==> src/rtl/core/rmms_pkg.sv <==
// shared constants and types for the running min/max/mean/std-dev monitor
package rmms_pkg;

    localparam int OUT_VALUE_BITS = 16;
    localparam int OUT_TIME_BITS  = 48;
    localparam int OUT_COUNT_BITS = 32;
    localparam int Q_BITS         = 24;
    localparam int FRAC_BITS      = 8;
    localparam int SUMSQ_BITS     = 64;
    localparam int SQ_SHIFT       = 16;
    localparam int DIV_BITS       = SUMSQ_BITS + SQ_SHIFT;
    localparam int ROOT_STEPS     = SUMSQ_BITS / 2;

    localparam logic [Q_BITS-1:0]     MEAN_POS_MAX   = 24'h7F_FFFF;
    localparam logic [Q_BITS-1:0]     MEAN_NEG_MIN   = 24'h80_0000;
    localparam logic [Q_BITS-1:0]     SD_MAX         = 24'hFF_FFFF;
    localparam logic [SUMSQ_BITS-1:0] MEAN_POS_LIMIT = 64'd8388607;
    localparam logic [SUMSQ_BITS-1:0] MEAN_NEG_LIMIT = 64'd8388608;
    localparam logic [SUMSQ_BITS-1:0] ROOT_BIT_INIT  = 64'h4000_0000_0000_0000;

    typedef enum logic [0:0] {
        OP_ADD   = 1'b0,
        OP_CLEAR = 1'b1
    } op_t;

    typedef enum logic [3:0] {
        ST_IDLE,
        ST_SQUARE,
        ST_UPDATE,
        ST_LOAD,
        ST_DIV_MEAN,
        ST_MEAN,
        ST_DIV_SQ,
        ST_MUL,
        ST_DIFF,
        ST_ROOT,
        ST_DONE
    } state_t;

endpackage

==> src/rtl/core/rmms_ifs.sv <==
// request and result channel interfaces of the statistics monitor
interface rmms_in_if #(
    parameter int SAMPLE_BITS = 16,
    parameter int TIME_BITS   = 48
);
    import rmms_pkg::*;

    logic                          valid;
    logic                          ready;
    op_t                           operation;
    logic signed [SAMPLE_BITS-1:0] sample;
    logic [TIME_BITS-1:0]          timestamp;

    modport source (output valid, operation, sample, timestamp, input ready);
    modport sink   (input valid, operation, sample, timestamp, output ready);
endinterface

interface rmms_out_if;
    import rmms_pkg::*;

    logic                             valid;
    logic                             ready;
    logic                             has_data;
    logic signed [OUT_VALUE_BITS-1:0] max_value;
    logic [OUT_TIME_BITS-1:0]         max_time;
    logic signed [OUT_VALUE_BITS-1:0] min_value;
    logic [OUT_TIME_BITS-1:0]         min_time;
    logic signed [Q_BITS-1:0]         mean_q8;
    logic [Q_BITS-1:0]                std_dev_q8;
    logic [OUT_COUNT_BITS-1:0]        sample_count;
    logic                             count_saturated;

    modport source (output valid, has_data, max_value, max_time, min_value, min_time,
                    mean_q8, std_dev_q8, sample_count, count_saturated, input ready);
    modport sink   (input valid, has_data, max_value, max_time, min_value, min_time,
                    mean_q8, std_dev_q8, sample_count, count_saturated, output ready);
endinterface

==> src/rtl/core/running_min_max_mean_stddev.sv <==
// running min/max/mean/std-dev monitor: top level with shared divide/square-root sequencer
//
// samples channel: one request per sample (operation add) or clear (operation clear).
// stats channel: exactly one result per request, the statistics after its update.
// cfg_write/cfg_data set std_dev_enable; write only while no request is in flight.
// one request is worked on at a time; samples.ready is high only while idle.
// the work is done by one shared restoring divider (one quotient bit a cycle,
// first the mean, then the 80-bit scaled sum of squares) and a square root
// that resolves one result bit a cycle; one shared multiplier squares the sample
// and the mean. with std_dev_enable low the second divide and the root are skipped;
// when the statistics are empty after the update, both divides and the root are.
// samples.ready returns as the result is registered, together with stats.valid.
// the result sits in an output register; a stalled receiver holds it there, one
// more request is taken and worked on, then the block waits with samples.ready low.
// reset clears all statistics and sets std_dev_enable to 1.
module running_min_max_mean_stddev #(
    parameter int SAMPLE_BITS = 16,
    parameter int COUNT_BITS  = 32,
    parameter int TIME_BITS   = 48
) (
    input  logic              clk,
    input  logic              rst_n,
    input  logic              cfg_write,
    input  logic              cfg_data,
    rmms_in_if.sink           samples,
    rmms_out_if.source        stats
);
    import rmms_pkg::*;

    localparam int SUM_BITS      = SAMPLE_BITS + COUNT_BITS;
    localparam int MEAN_DIV_BITS = SUM_BITS + FRAC_BITS;
    localparam int MUL_BITS      = SAMPLE_BITS + FRAC_BITS;
    localparam int ITER_W        = $clog2(DIV_BITS);
    localparam logic [COUNT_BITS-1:0] COUNT_MAX = {COUNT_BITS{1'b1}};

    state_t state_reg, state_next;

    // statistics state
    logic [COUNT_BITS-1:0]         count_reg, count_next;
    logic signed [SUM_BITS-1:0]    sum_reg, sum_next;
    logic [SUMSQ_BITS-1:0]         sumsq_reg, sumsq_next;
    logic signed [SAMPLE_BITS-1:0] largest_reg, largest_next;
    logic signed [SAMPLE_BITS-1:0] smallest_reg, smallest_next;
    logic [TIME_BITS-1:0]          largest_time_reg, largest_time_next;
    logic [TIME_BITS-1:0]          smallest_time_reg, smallest_time_next;
    logic                          std_en_reg;

    // working registers
    op_t                           op_reg, op_next;
    logic signed [SAMPLE_BITS-1:0] sample_reg, sample_next;
    logic [TIME_BITS-1:0]          time_reg, time_next;
    logic [2*MUL_BITS-1:0]         prod_reg, prod_next;
    logic [DIV_BITS-1:0]           div_d_reg, div_d_next;
    logic [COUNT_BITS-1:0]         div_r_reg, div_r_next;
    logic [ITER_W-1:0]             iter_reg, iter_next;
    logic                          neg_reg, neg_next;
    logic [MUL_BITS-1:0]           mag_q_reg, mag_q_next;
    logic [Q_BITS-1:0]             mean_reg, mean_next;
    logic [SUMSQ_BITS-1:0]         ms_reg, ms_next;
    logic [SUMSQ_BITS-1:0]         root_v_reg, root_v_next;
    logic [SUMSQ_BITS-1:0]         root_res_reg, root_res_next;
    logic [SUMSQ_BITS-1:0]         root_bit_reg, root_bit_next;
    logic [Q_BITS-1:0]             sd_reg, sd_next;

    // result register
    logic                             out_valid_reg, out_valid_next;
    logic                             has_data_reg;
    logic signed [OUT_VALUE_BITS-1:0] max_value_reg, min_value_reg;
    logic [OUT_TIME_BITS-1:0]         max_time_reg, min_time_reg;
    logic [Q_BITS-1:0]                mean_out_reg, sd_out_reg;
    logic [OUT_COUNT_BITS-1:0]        count_out_reg;
    logic                             sat_out_reg;

    logic in_ready;
    logic result_load;
    logic in_accept;

    // shared multiplier
    logic signed [MUL_BITS-1:0] samp_ext;
    logic [MUL_BITS-1:0]        samp_mag;
    logic [MUL_BITS-1:0]        mul_a;
    logic [2*MUL_BITS-1:0]      mul_prod;

    // shared divider step
    logic [COUNT_BITS:0] div_trial;
    logic [COUNT_BITS:0] div_diff;
    logic                div_ge;
    logic [DIV_BITS-1:0] div_d_step;
    logic [COUNT_BITS-1:0] div_r_step;

    // square root step
    logic [SUMSQ_BITS-1:0] root_trial;
    logic                  root_ge;
    logic [SUMSQ_BITS-1:0] root_res_step;

    logic [SUM_BITS-1:0]      sum_mag;
    logic [MEAN_DIV_BITS-1:0] q_corr;
    logic [Q_BITS-1:0]        q_low;
    logic [SUMSQ_BITS:0]      sumsq_add;
    logic [SUMSQ_BITS-1:0]    mm;

    logic signed [63:0] largest_wide, smallest_wide;
    logic [63:0]        largest_time_wide, smallest_time_wide;

    assign in_accept = samples.valid && in_ready;

    assign samp_ext = MUL_BITS'(sample_reg);
    assign samp_mag = samp_ext[MUL_BITS-1] ? MUL_BITS'(-samp_ext) : MUL_BITS'(samp_ext);
    assign mul_a    = (state_reg == ST_SQUARE) ? samp_mag : mag_q_reg;
    assign mul_prod = (2*MUL_BITS)'(mul_a) * (2*MUL_BITS)'(mul_a);

    assign div_trial  = {div_r_reg, div_d_reg[DIV_BITS-1]};
    assign div_diff   = div_trial - {1'b0, count_reg};
    assign div_ge     = div_trial >= {1'b0, count_reg};
    assign div_r_step = div_ge ? div_diff[COUNT_BITS-1:0] : div_trial[COUNT_BITS-1:0];
    assign div_d_step = {div_d_reg[DIV_BITS-2:0], div_ge};

    assign root_trial    = root_res_reg + root_bit_reg;
    assign root_ge       = root_v_reg >= root_trial;
    assign root_res_step = root_ge ? (root_res_reg >> 1) + root_bit_reg : root_res_reg >> 1;

    assign sum_mag   = sum_reg[SUM_BITS-1] ? SUM_BITS'(-sum_reg) : SUM_BITS'(sum_reg);
    // floor for a negative mean means rounding the magnitude up
    assign q_corr    = div_d_reg[MEAN_DIV_BITS-1:0]
                     + MEAN_DIV_BITS'(neg_reg && (div_r_reg != '0));
    assign q_low     = Q_BITS'(q_corr);
    assign sumsq_add = {1'b0, sumsq_reg} + {1'b0, SUMSQ_BITS'(prod_reg)};
    assign mm        = SUMSQ_BITS'(prod_reg);

    // next state
    always_comb
    begin
        state_next = state_reg;
        unique case (state_reg)
            ST_IDLE:
            begin
                if (in_accept)
                begin
                    state_next = ST_SQUARE;
                end
            end
            ST_SQUARE: state_next = ST_UPDATE;
            ST_UPDATE: state_next = ST_LOAD;
            ST_LOAD:
            begin
                state_next = (count_reg == '0) ? ST_DONE : ST_DIV_MEAN;
            end
            ST_DIV_MEAN:
            begin
                if (iter_reg == '0)
                begin
                    state_next = ST_MEAN;
                end
            end
            ST_MEAN:
            begin
                state_next = std_en_reg ? ST_DIV_SQ : ST_DONE;
            end
            ST_DIV_SQ:
            begin
                if (iter_reg == '0)
                begin
                    state_next = ST_MUL;
                end
            end
            ST_MUL:  state_next = ST_DIFF;
            ST_DIFF: state_next = ST_ROOT;
            ST_ROOT:
            begin
                if (iter_reg == '0)
                begin
                    state_next = ST_DONE;
                end
            end
            ST_DONE:
            begin
                if (result_load)
                begin
                    state_next = ST_IDLE;
                end
            end
            default: state_next = ST_IDLE;
        endcase
    end

    // state machine outputs
    always_comb
    begin
        in_ready    = (state_reg == ST_IDLE);
        result_load = (state_reg == ST_DONE) && (!out_valid_reg || stats.ready);
    end

    // datapath
    always_comb
    begin
        count_next         = count_reg;
        sum_next           = sum_reg;
        sumsq_next         = sumsq_reg;
        largest_next       = largest_reg;
        smallest_next      = smallest_reg;
        largest_time_next  = largest_time_reg;
        smallest_time_next = smallest_time_reg;
        op_next            = op_reg;
        sample_next        = sample_reg;
        time_next          = time_reg;
        prod_next          = prod_reg;
        div_d_next         = div_d_reg;
        div_r_next         = div_r_reg;
        iter_next          = iter_reg;
        neg_next           = neg_reg;
        mag_q_next         = mag_q_reg;
        mean_next          = mean_reg;
        ms_next            = ms_reg;
        root_v_next        = root_v_reg;
        root_res_next      = root_res_reg;
        root_bit_next      = root_bit_reg;
        sd_next            = sd_reg;

        unique case (state_reg)
            ST_IDLE:
            begin
                if (in_accept)
                begin
                    op_next     = samples.operation;
                    sample_next = samples.sample;
                    time_next   = samples.timestamp;
                end
            end
            ST_SQUARE:
            begin
                prod_next = mul_prod;
            end
            ST_UPDATE:
            begin
                if (op_reg == OP_CLEAR)
                begin
                    count_next         = '0;
                    sum_next           = '0;
                    sumsq_next         = '0;
                    largest_next       = '0;
                    smallest_next      = '0;
                    largest_time_next  = '0;
                    smallest_time_next = '0;
                end
                else
                begin
                    if ((count_reg == '0) || (sample_reg > largest_reg))
                    begin
                        largest_next      = sample_reg;
                        largest_time_next = time_reg;
                    end
                    if ((count_reg == '0) || (sample_reg < smallest_reg))
                    begin
                        smallest_next      = sample_reg;
                        smallest_time_next = time_reg;
                    end
                    // sums freeze once the count is saturated
                    if (count_reg != COUNT_MAX)
                    begin
                        count_next = count_reg + COUNT_BITS'(1);
                        sum_next   = sum_reg + SUM_BITS'(sample_reg);
                        sumsq_next = sumsq_add[SUMSQ_BITS] ? {SUMSQ_BITS{1'b1}}
                                                           : sumsq_add[SUMSQ_BITS-1:0];
                    end
                end
            end
            ST_LOAD:
            begin
                mean_next  = '0;
                sd_next    = '0;
                neg_next   = sum_reg[SUM_BITS-1];
                div_r_next = '0;
                div_d_next = DIV_BITS'({sum_mag, {FRAC_BITS{1'b0}}})
                             << (DIV_BITS - MEAN_DIV_BITS);
                iter_next  = ITER_W'(MEAN_DIV_BITS - 1);
            end
            ST_DIV_MEAN, ST_DIV_SQ:
            begin
                div_d_next = div_d_step;
                div_r_next = div_r_step;
                iter_next  = iter_reg - ITER_W'(1);
            end
            ST_MEAN:
            begin
                mag_q_next = MUL_BITS'(q_corr);
                if (neg_reg)
                begin
                    mean_next = (SUMSQ_BITS'(q_corr) > MEAN_NEG_LIMIT) ? MEAN_NEG_MIN
                                                                       : Q_BITS'(0) - q_low;
                end
                else
                begin
                    mean_next = (SUMSQ_BITS'(q_corr) > MEAN_POS_LIMIT) ? MEAN_POS_MAX : q_low;
                end
                div_r_next = '0;
                div_d_next = {sumsq_reg, {SQ_SHIFT{1'b0}}};
                iter_next  = ITER_W'(DIV_BITS - 1);
            end
            ST_MUL:
            begin
                prod_next = mul_prod;
                ms_next   = (div_d_reg[DIV_BITS-1:SUMSQ_BITS] != '0) ? {SUMSQ_BITS{1'b1}}
                                                                    : div_d_reg[SUMSQ_BITS-1:0];
            end
            ST_DIFF:
            begin
                root_v_next   = (ms_reg >= mm) ? ms_reg - mm : mm - ms_reg;
                root_res_next = '0;
                root_bit_next = ROOT_BIT_INIT;
                iter_next     = ITER_W'(ROOT_STEPS - 1);
            end
            ST_ROOT:
            begin
                root_v_next   = root_ge ? root_v_reg - root_trial : root_v_reg;
                root_res_next = root_res_step;
                root_bit_next = root_bit_reg >> 2;
                iter_next     = iter_reg - ITER_W'(1);
                if (iter_reg == '0)
                begin
                    sd_next = (root_res_step > SUMSQ_BITS'(SD_MAX)) ? SD_MAX
                                                                    : Q_BITS'(root_res_step);
                end
            end
            ST_DONE:
            begin
            end
            default:
            begin
            end
        endcase
    end

    assign out_valid_next = result_load ? 1'b1 : (stats.ready ? 1'b0 : out_valid_reg);

    always_ff @(posedge clk or negedge rst_n)
    begin
        if (!rst_n)
        begin
            state_reg         <= ST_IDLE;
            out_valid_reg     <= 1'b0;
            std_en_reg        <= 1'b1;
            count_reg         <= '0;
            sum_reg           <= '0;
            sumsq_reg         <= '0;
            largest_reg       <= '0;
            smallest_reg      <= '0;
            largest_time_reg  <= '0;
            smallest_time_reg <= '0;
        end
        else
        begin
            state_reg         <= state_next;
            out_valid_reg     <= out_valid_next;
            if (cfg_write)
            begin
                std_en_reg <= cfg_data;
            end
            count_reg         <= count_next;
            sum_reg           <= sum_next;
            sumsq_reg         <= sumsq_next;
            largest_reg       <= largest_next;
            smallest_reg      <= smallest_next;
            largest_time_reg  <= largest_time_next;
            smallest_time_reg <= smallest_time_next;
        end
    end

    always_ff @(posedge clk)
    begin
        op_reg       <= op_next;
        sample_reg   <= sample_next;
        time_reg     <= time_next;
        prod_reg     <= prod_next;
        div_d_reg    <= div_d_next;
        div_r_reg    <= div_r_next;
        iter_reg     <= iter_next;
        neg_reg      <= neg_next;
        mag_q_reg    <= mag_q_next;
        mean_reg     <= mean_next;
        ms_reg       <= ms_next;
        root_v_reg   <= root_v_next;
        root_res_reg <= root_res_next;
        root_bit_reg <= root_bit_next;
        sd_reg       <= sd_next;
    end

    assign largest_wide       = 64'(largest_reg);
    assign smallest_wide      = 64'(smallest_reg);
    assign largest_time_wide  = 64'(largest_time_reg);
    assign smallest_time_wide = 64'(smallest_time_reg);

    always_ff @(posedge clk)
    begin
        if (result_load)
        begin
            has_data_reg  <= (count_reg != '0);
            max_value_reg <= largest_wide[OUT_VALUE_BITS-1:0];
            max_time_reg  <= largest_time_wide[OUT_TIME_BITS-1:0];
            min_value_reg <= smallest_wide[OUT_VALUE_BITS-1:0];
            min_time_reg  <= smallest_time_wide[OUT_TIME_BITS-1:0];
            mean_out_reg  <= mean_reg;
            sd_out_reg    <= sd_reg;
            count_out_reg <= OUT_COUNT_BITS'(count_reg);
            sat_out_reg   <= (count_reg == COUNT_MAX);
        end
    end

    assign samples.ready         = in_ready;
    assign stats.valid           = out_valid_reg;
    assign stats.has_data        = has_data_reg;
    assign stats.max_value       = max_value_reg;
    assign stats.max_time        = max_time_reg;
    assign stats.min_value       = min_value_reg;
    assign stats.min_time        = min_time_reg;
    assign stats.mean_q8         = mean_out_reg;
    assign stats.std_dev_q8      = sd_out_reg;
    assign stats.sample_count    = count_out_reg;
    assign stats.count_saturated = sat_out_reg;

endmodule

==> src/flat_wrapper.sv <==
// flat-port wrapper written by rule: the top's interface ports become plain ports
module running_min_max_mean_stddev_flat import rmms_pkg::*;
#(
    parameter int SAMPLE_BITS = 16,
    parameter int COUNT_BITS  = 32,
    parameter int TIME_BITS   = 48
)
  (clk, rst_n, cfg_write, cfg_data, samples_valid, samples_operation, samples_sample, samples_timestamp, samples_ready, stats_valid, stats_has_data, stats_max_value, stats_max_time, stats_min_value, stats_min_time, stats_mean_q8, stats_std_dev_q8, stats_sample_count, stats_count_saturated, stats_ready);
  rmms_in_if #(.SAMPLE_BITS(SAMPLE_BITS), .TIME_BITS(TIME_BITS)) samples_i ();
  rmms_out_if stats_i ();
  input  logic clk;
  input  logic rst_n;
  input  logic cfg_write;
  input  logic cfg_data;
  input wire logic [$bits(samples_i.valid)-1:0] samples_valid;
  input wire logic [$bits(samples_i.operation)-1:0] samples_operation;
  input wire logic [$bits(samples_i.sample)-1:0] samples_sample;
  input wire logic [$bits(samples_i.timestamp)-1:0] samples_timestamp;
  output wire logic [$bits(samples_i.ready)-1:0] samples_ready;
  output wire logic [$bits(stats_i.valid)-1:0] stats_valid;
  output wire logic [$bits(stats_i.has_data)-1:0] stats_has_data;
  output wire logic [$bits(stats_i.max_value)-1:0] stats_max_value;
  output wire logic [$bits(stats_i.max_time)-1:0] stats_max_time;
  output wire logic [$bits(stats_i.min_value)-1:0] stats_min_value;
  output wire logic [$bits(stats_i.min_time)-1:0] stats_min_time;
  output wire logic [$bits(stats_i.mean_q8)-1:0] stats_mean_q8;
  output wire logic [$bits(stats_i.std_dev_q8)-1:0] stats_std_dev_q8;
  output wire logic [$bits(stats_i.sample_count)-1:0] stats_sample_count;
  output wire logic [$bits(stats_i.count_saturated)-1:0] stats_count_saturated;
  input wire logic [$bits(stats_i.ready)-1:0] stats_ready;
  assign samples_i.valid = samples_valid;
  assign samples_i.operation = samples_operation;
  assign samples_i.sample = samples_sample;
  assign samples_i.timestamp = samples_timestamp;
  assign samples_ready = samples_i.ready;
  assign stats_valid = stats_i.valid;
  assign stats_has_data = stats_i.has_data;
  assign stats_max_value = stats_i.max_value;
  assign stats_max_time = stats_i.max_time;
  assign stats_min_value = stats_i.min_value;
  assign stats_min_time = stats_i.min_time;
  assign stats_mean_q8 = stats_i.mean_q8;
  assign stats_std_dev_q8 = stats_i.std_dev_q8;
  assign stats_sample_count = stats_i.sample_count;
  assign stats_count_saturated = stats_i.count_saturated;
  assign stats_i.ready = stats_ready;
  running_min_max_mean_stddev #(.SAMPLE_BITS(SAMPLE_BITS), .COUNT_BITS(COUNT_BITS), .TIME_BITS(TIME_BITS)) u_core (.clk(clk), .rst_n(rst_n), .cfg_write(cfg_write), .cfg_data(cfg_data), .samples(samples_i), .stats(stats_i));
endmodule
==> config.mk <==
export PLATFORM = sky130hd
export DESIGN_NAME = running_min_max_mean_stddev_flat
export DESIGN_NICKNAME = d
export VERILOG_FILES = /design/src/rtl/core/rmms_pkg.sv /design/src/rtl/core/rmms_ifs.sv /design/src/rtl/core/running_min_max_mean_stddev.sv /design/src/flat_wrapper.sv
export SDC_FILE = /design/constraint.sdc
export NUM_CORES = 2
export LEC_CHECK = 0
export ABC_CLOCK_PERIOD_IN_PS = 26300
export BUFFER_PORTS_ARGS = -buffer_cell sky130_fd_sc_hd__buf_4
export CAP_MARGIN = 20
export CORE_UTILIZATION = 50
export DETAILED_ROUTE_END_ITERATION = 7
export GPL_TIMING_DRIVEN = 0
export MAX_ROUTING_LAYER = met4
export PLACE_DENSITY = 0.67
export SKIP_LAST_GASP = 1
export SLEW_MARGIN = 30
export SYNTH_ARGS = -nofsm -noshare
export SYNTH_HDL_FRONTEND = slang
export SYNTH_SLANG_ARGS = --single-unit
==> constraint.sdc <==
create_clock -name clk -period 26.3 [get_ports clk]
set_clock_uncertainty 0.15 [all_clocks]
set_input_delay 1.315 -clock clk [delete_from_list [all_inputs] [get_ports clk]]
set_output_delay 1.315 -clock clk [all_outputs]
set_load 0.005 [all_outputs]
## Yosys cells after proc, flatten, opt, wreduce, memory -nomap -nowiden

Cells that the tools add are included.

| storage, ports and cells | value |
|---|---|
| bits in registers | 1049 |

| cells by class | value |
|---|---|
| reduce and logical (&&, ||, !) cells | 34 |
| magnitude comparators | 8 |
| multipliers | 1 |
| add/subtract/negate cells | 14 |
| multiplexer cells | 45 |
| eq/ne operators | 18 |

Operators with widths:

| cell | count |
|---|---|
| two-way mux 64 bit | 6 |
| one-hot mux 64 bit (2 select lines) | 3 |
| two-way mux 48 bit | 7 |
| one-hot mux 80 bit (3 select lines) | 1 |
| two-way mux 24 bit | 7 |
| two-way mux 32 bit | 3 |
| one-hot mux 24 bit (2 select lines) | 2 |
| adder 64 x 48 -> 65 bit | 1 |
| adder 63 x 64 -> 64 bit | 1 |
| adder 64 bit | 1 |
| >= comparator 64 x 48 -> 1 bit | 1 |
| >= comparator 64 bit | 1 |
| > comparator 64 x 24 -> 1 bit (second input constant) | 1 |
| two-way mux 16 bit | 4 |
| one-hot mux 32 bit (2 select lines) | 1 |
| nonzero test 32 bit | 2 |
| subtractor 48 x 64 -> 64 bit | 1 |
| subtractor 64 x 48 -> 64 bit | 1 |
| subtractor 64 bit | 1 |
| adder 56 x 1 -> 56 bit | 1 |
| > comparator 56 x 23 -> 1 bit (second input constant) | 1 |
| > comparator 56 x 24 -> 1 bit (second input constant) | 1 |
| adder 48 x 16 -> 48 bit | 1 |
| multiplier 24 x 24 -> 48 bit | 1 |
| 35 further kinds | 70 |

## Longest topological paths before layout

| logic depth | value |
|---|---|
| depth after elaboration | 7 |
| mapped depth | 39 |
| gate-level depth less buffers | 39 |

## Worst setup path after synthesis

OpenSTA, ideal clock, no wires.

| timing path | value |
|---|---|
| path kind | input -> register |
| start point | input stats_ready |
| end point | register u_core.sat_out_reg (netlist: u_core.stats.count_saturated), enable pin |
| setup slack | 9.586 ns |
| arrival | 15.525 ns |
| stages | 2 |
| cells stage by stage | nor2b_1 -> nor3_1 |

| between the ends | value |
|---|---|
| longest elaborated chain between the ends | 2 |

RTL lines:

| item | line | text |
|---|---|---|
| from (decl) | flat_wrapper.sv:30 | `input wire logic [$bits(stats_i.ready)-1:0] stats_ready;` |
| logical OR 1 bit | running_min_max_mean_stddev.sv:190 | `result_load = (state_reg == ST_DONE) && (!out_valid_reg \|\| stats.ready);` |
| logical AND 1 bit | running_min_max_mean_stddev.sv:190 |  |
| to (signal assigned) | running_min_max_mean_stddev.sv:404 | `sat_out_reg <= (count_reg == COUNT_MAX);` |
| to (decl) | running_min_max_mean_stddev.sv:72 | `logic sat_out_reg;` |

No other way between the ends.
A chain may end at the register's enable or synchronous reset.

## Final worst setup path

| timing path | value |
|---|---|
| start point | register u_core.state_reg[1] |
| end point | register u_core.prod_reg[47] (data pin) |

| between the ends | value |
|---|---|
| longest elaborated chain between the ends | 3 |

RTL lines:

| item | line | text |
|---|---|---|
| from (decl) | running_min_max_mean_stddev.sv:36 | `state_t state_reg, state_next;` |
| from (signal assigned) | running_min_max_mean_stddev.sv:352 | `state_reg <= state_next;` |
| equality test 4 x 1 -> 1 bit | running_min_max_mean_stddev.sv:109 | `assign mul_a = (state_reg == ST_SQUARE) ? samp_mag : mag_q_reg;` |
| two-way mux 24 bit | running_min_max_mean_stddev.sv:109 |  |
| multiplier 24 x 24 -> 48 bit | running_min_max_mean_stddev.sv:110 | `assign mul_prod = (2*MUL_BITS)'(mul_a) * (2*MUL_BITS)'(mul_a);` |
| named net u_core.mul_prod[47] | running_min_max_mean_stddev.sv:82 | `logic [2*MUL_BITS-1:0] mul_prod;` |
| to (signal assigned) | running_min_max_mean_stddev.sv:373 | `prod_reg <= prod_next;` |
| to (decl) | running_min_max_mean_stddev.sv:52 | `logic [2*MUL_BITS-1:0] prod_reg, prod_next;` |

The timed path passes the listed nets, and every way through them passes these cells.

==> run_results.csv <==
group,metric,value,unit
placed_design,hpwlAfterDp,209000,um
placed_design,dp_cells,10552,
routing,antenna_left,0,
yosys,synthAdderAreaFrac,19.8,%
final_layout,largest_reg_flops,80,
routing,drt_pre_antenna_iters,7,
clock_tree,root_buffer,"clkbuf_16",
yosys,synth.avg_cell_area,9.71,um^2
yosys,yosysUniqueCellTypes,87,
placed_design,pre_cts_slack,14440,ps
run_status,outcome,"complete, no violations",
yosys,syn_nets,9217,
clock_tree,cts_tree,"done",
yosys,yosys_warnings,0,
timing,timing.slew.headroom,30.8,%
floorplan,die_area,160000,um^2
yosys,synthTopCellsByArea,"edfxtp_1, fa_1, ha_1",
worst_hold_path,hold_path.class,"input pin to async pin",
clock_tree,insertion_delay,810,ps
clock_tree,clk_pin_slew,60,ps
yosys,synthMuxAreaShare,2.40,%
yosys,syn_area,79100,um^2
yosys,synth_top_area_share,28.0,%
yosys,synthCells,8151,
worst_setup_path,worst_path_largest_cell_delay,720,ps
final_layout,area_growth,12.5,%
final_layout,final_layout_size_suffix_gt1_share,9.59,%
global_route,grt_pass1_wl,389000,um
clock_tree,cts_made_buffers,114,
global_route,track_usage,33.2,%
routing,vias_per_cell,5.94,
floorplan,fp.dieH,400,um
clock_tree,cts_setup_buffers,0,
worst_setup_path,required,26660,ps
final_layout,nets,9676,
yosys,synth_edf_count,738,
timing,fin_ws,14380,ps
worst_setup_path,cp_max_fo,10,
floorplan,start_util,50.5,%
placed_design,gp_congestion,1.06,
floorplan,die-width,400,um
yosys,synth-simple-area-share,14.1,%
clock_tree,cts_sinks,1016,
yosys,synth_top_flop_cell,"edfxtp_1",
routing,drt_wl_total,260000,um
timing,fin_tns_setup,0,ps
floorplan,io-pin-count,283,
placed_design,numPortBuffers,282,
yosys,synth-xor-area-share,5.75,%
worst_setup_path,worstSetupPathType,"flop to flop",
yosys,synth_compound_area_share,15.3,%
routing,vias,63958,
yosys,ys_seq_area_share,36.8,%
yosys,synth_top_family_by_area,"adder cells",
timing,max_freq,83.9,MHz
clock_tree,htreeDepth,3,
timing,fin_crit,11920,ps
worst_setup_path,worstSetupStartpointType,"flop",
routing,drcViolationCount,0,
floorplan,core-area,157000,um^2
run,drv_cap,0,
routing,drt-initial-drc-count,5356,
yosys,ys_ff_latch,1016,
worst_setup_path,cp_slowest_cell,"nor2_2",
timing,min_period_over_period,45.3,%
worst_setup_path,endpoint_kind,"flop",
yosys,async_reset_ff_share,27.4,%
worst_setup_path,cp.arrival,12270,ps
global_route,grt_start_max_net_pins,71,
timing,finalMaxSlewViolations,0,
global_route,grt_pass1_vias,62897,
clock_tree,clock_path_buffers,3,
routing,wire_per_inst,24.2,um
yosys,yosys.area.top_type,"edfxtp_1",
timing,finalSetupViolCount,0,
timing,max_slew.worst_pin.slew,1040,ps
timing,final-hold-violation-count,0,
worst_setup_path,cp_common_cell,"fa_1",
clock_tree,cts.repair.resized,0,
clock_tree,cts_hold_buf,0,
global_route,overflow,0,
global_route,antenna_found_initial,8,
timing,rsz0062_at_grt,"false",
final_layout,fin_cells,10775,
floorplan,row_count,145,
kinds of logic (layout without fill, tap and decap cells):
logic type,after synthesis,count (layout)
flops,1016,1016
compound gates,1912,1912
simple gates,2302,2302
other cells,0,6
xor+xnor,519,519
fa+ha+maj,995,995
buf+inv,1234,1794
mux,173,173
worst paths after layout:
| check | from | to | slack (ps) | depth (start not counted) |
|---|---|---|---|---|
| hold reg to reg | u_core.largest_time_reg[46] | u_core.stats.max_time[46] | 230 | 0 |
| setup reg to reg | u_core.state_reg[1] | u_core.prod_reg[47] | 14380 | 33 |
| max in group asynchronous | rst_n | u_core.smallest_reg[6] | 24430 | 4 |
| hold / removal | rst_n | u_core.count_reg[26] | 230 | 1 |
| min in group clk | u_core.largest_time_reg[46] | u_core.stats.max_time[46] | 230 | 0 |
| setup / recovery | u_core.state_reg[1] | u_core.prod_reg[47] | 14380 | 33 |
metrics by stage:
step,hold WS [ps],instance area [um^2],utilization [%]
global placement,252,83800,53.5
floorplan,250,79100,-
CTS,190,88900,56.8
detailed placement,256,84900,54.2
global route,206,89000,56.8
finish,232,89000,56.8
final cells by class:
type	instances	area, um^2
diodes	6	15.0
plain buffers	321	1230
clock buffers	140	3080
clock inverters	77	987
fillers	13792	67600
inverters	913	3430
multi-input cells	5901	45500
flip-flops and latches	1016	29100
well taps	2058	2570
repair buffers	343	3000
per-layer routing:
layer  part of all wire [%]  routed length (um)  track usage (%)  vias up
met5                      0                   0                -        -
met4                    5.8               15000             16.4        0
met3                    6.9               18000             5.13      548
met2                     46              120000             51.5     2362
met1                     41              107000             42.2    31482
li1                       -                   -                -    29566
cells in the final DEF (no fill, tap or decap), types with 107 or more instances in the layout:
cell type	synthesis	layout
a21o_1	182	182
a21oi_1	514	514
a31oi_1	110	107
and3_1	180	180
buf_4	2	316
clkbuf_1	302	312
clkbuf_16	0	115
dfrtp_1	277	277
edfxtp_1	738	738
fa_1	433	433
ha_1	562	562
inv_1	904	904
mux2_2	135	135
nand2_1	699	699
nand3_1	160	160
nor2_1	545	540
nor2b_1	121	121
o21ai_0	457	452
xnor2_1	291	291
xor2_1	228	228
Yosys cell counts, drive strengths merged, types with 228 or more instances:
cell,n
a21oi,514
xnor2,291
nor2,545
inv,906
o21ai,462
nand2,699
edfxtp,738
dfrtp,277
fa,433
ha,562
xor2,228
clkbuf,304
worst max-delay path, delay by kind of cell, from the launching register on:
kind	cells	cell delay, ps
compound gates	7	1750
xor+xnor	1	130
fa+ha+maj	8	4040
buf+inv	9	1930
flops	1	360
simple gates	8	3330
Power is left out: the tool's default activity adds up to more than one toggle a clock period on the data nets, which glitch-free logic cannot reach.
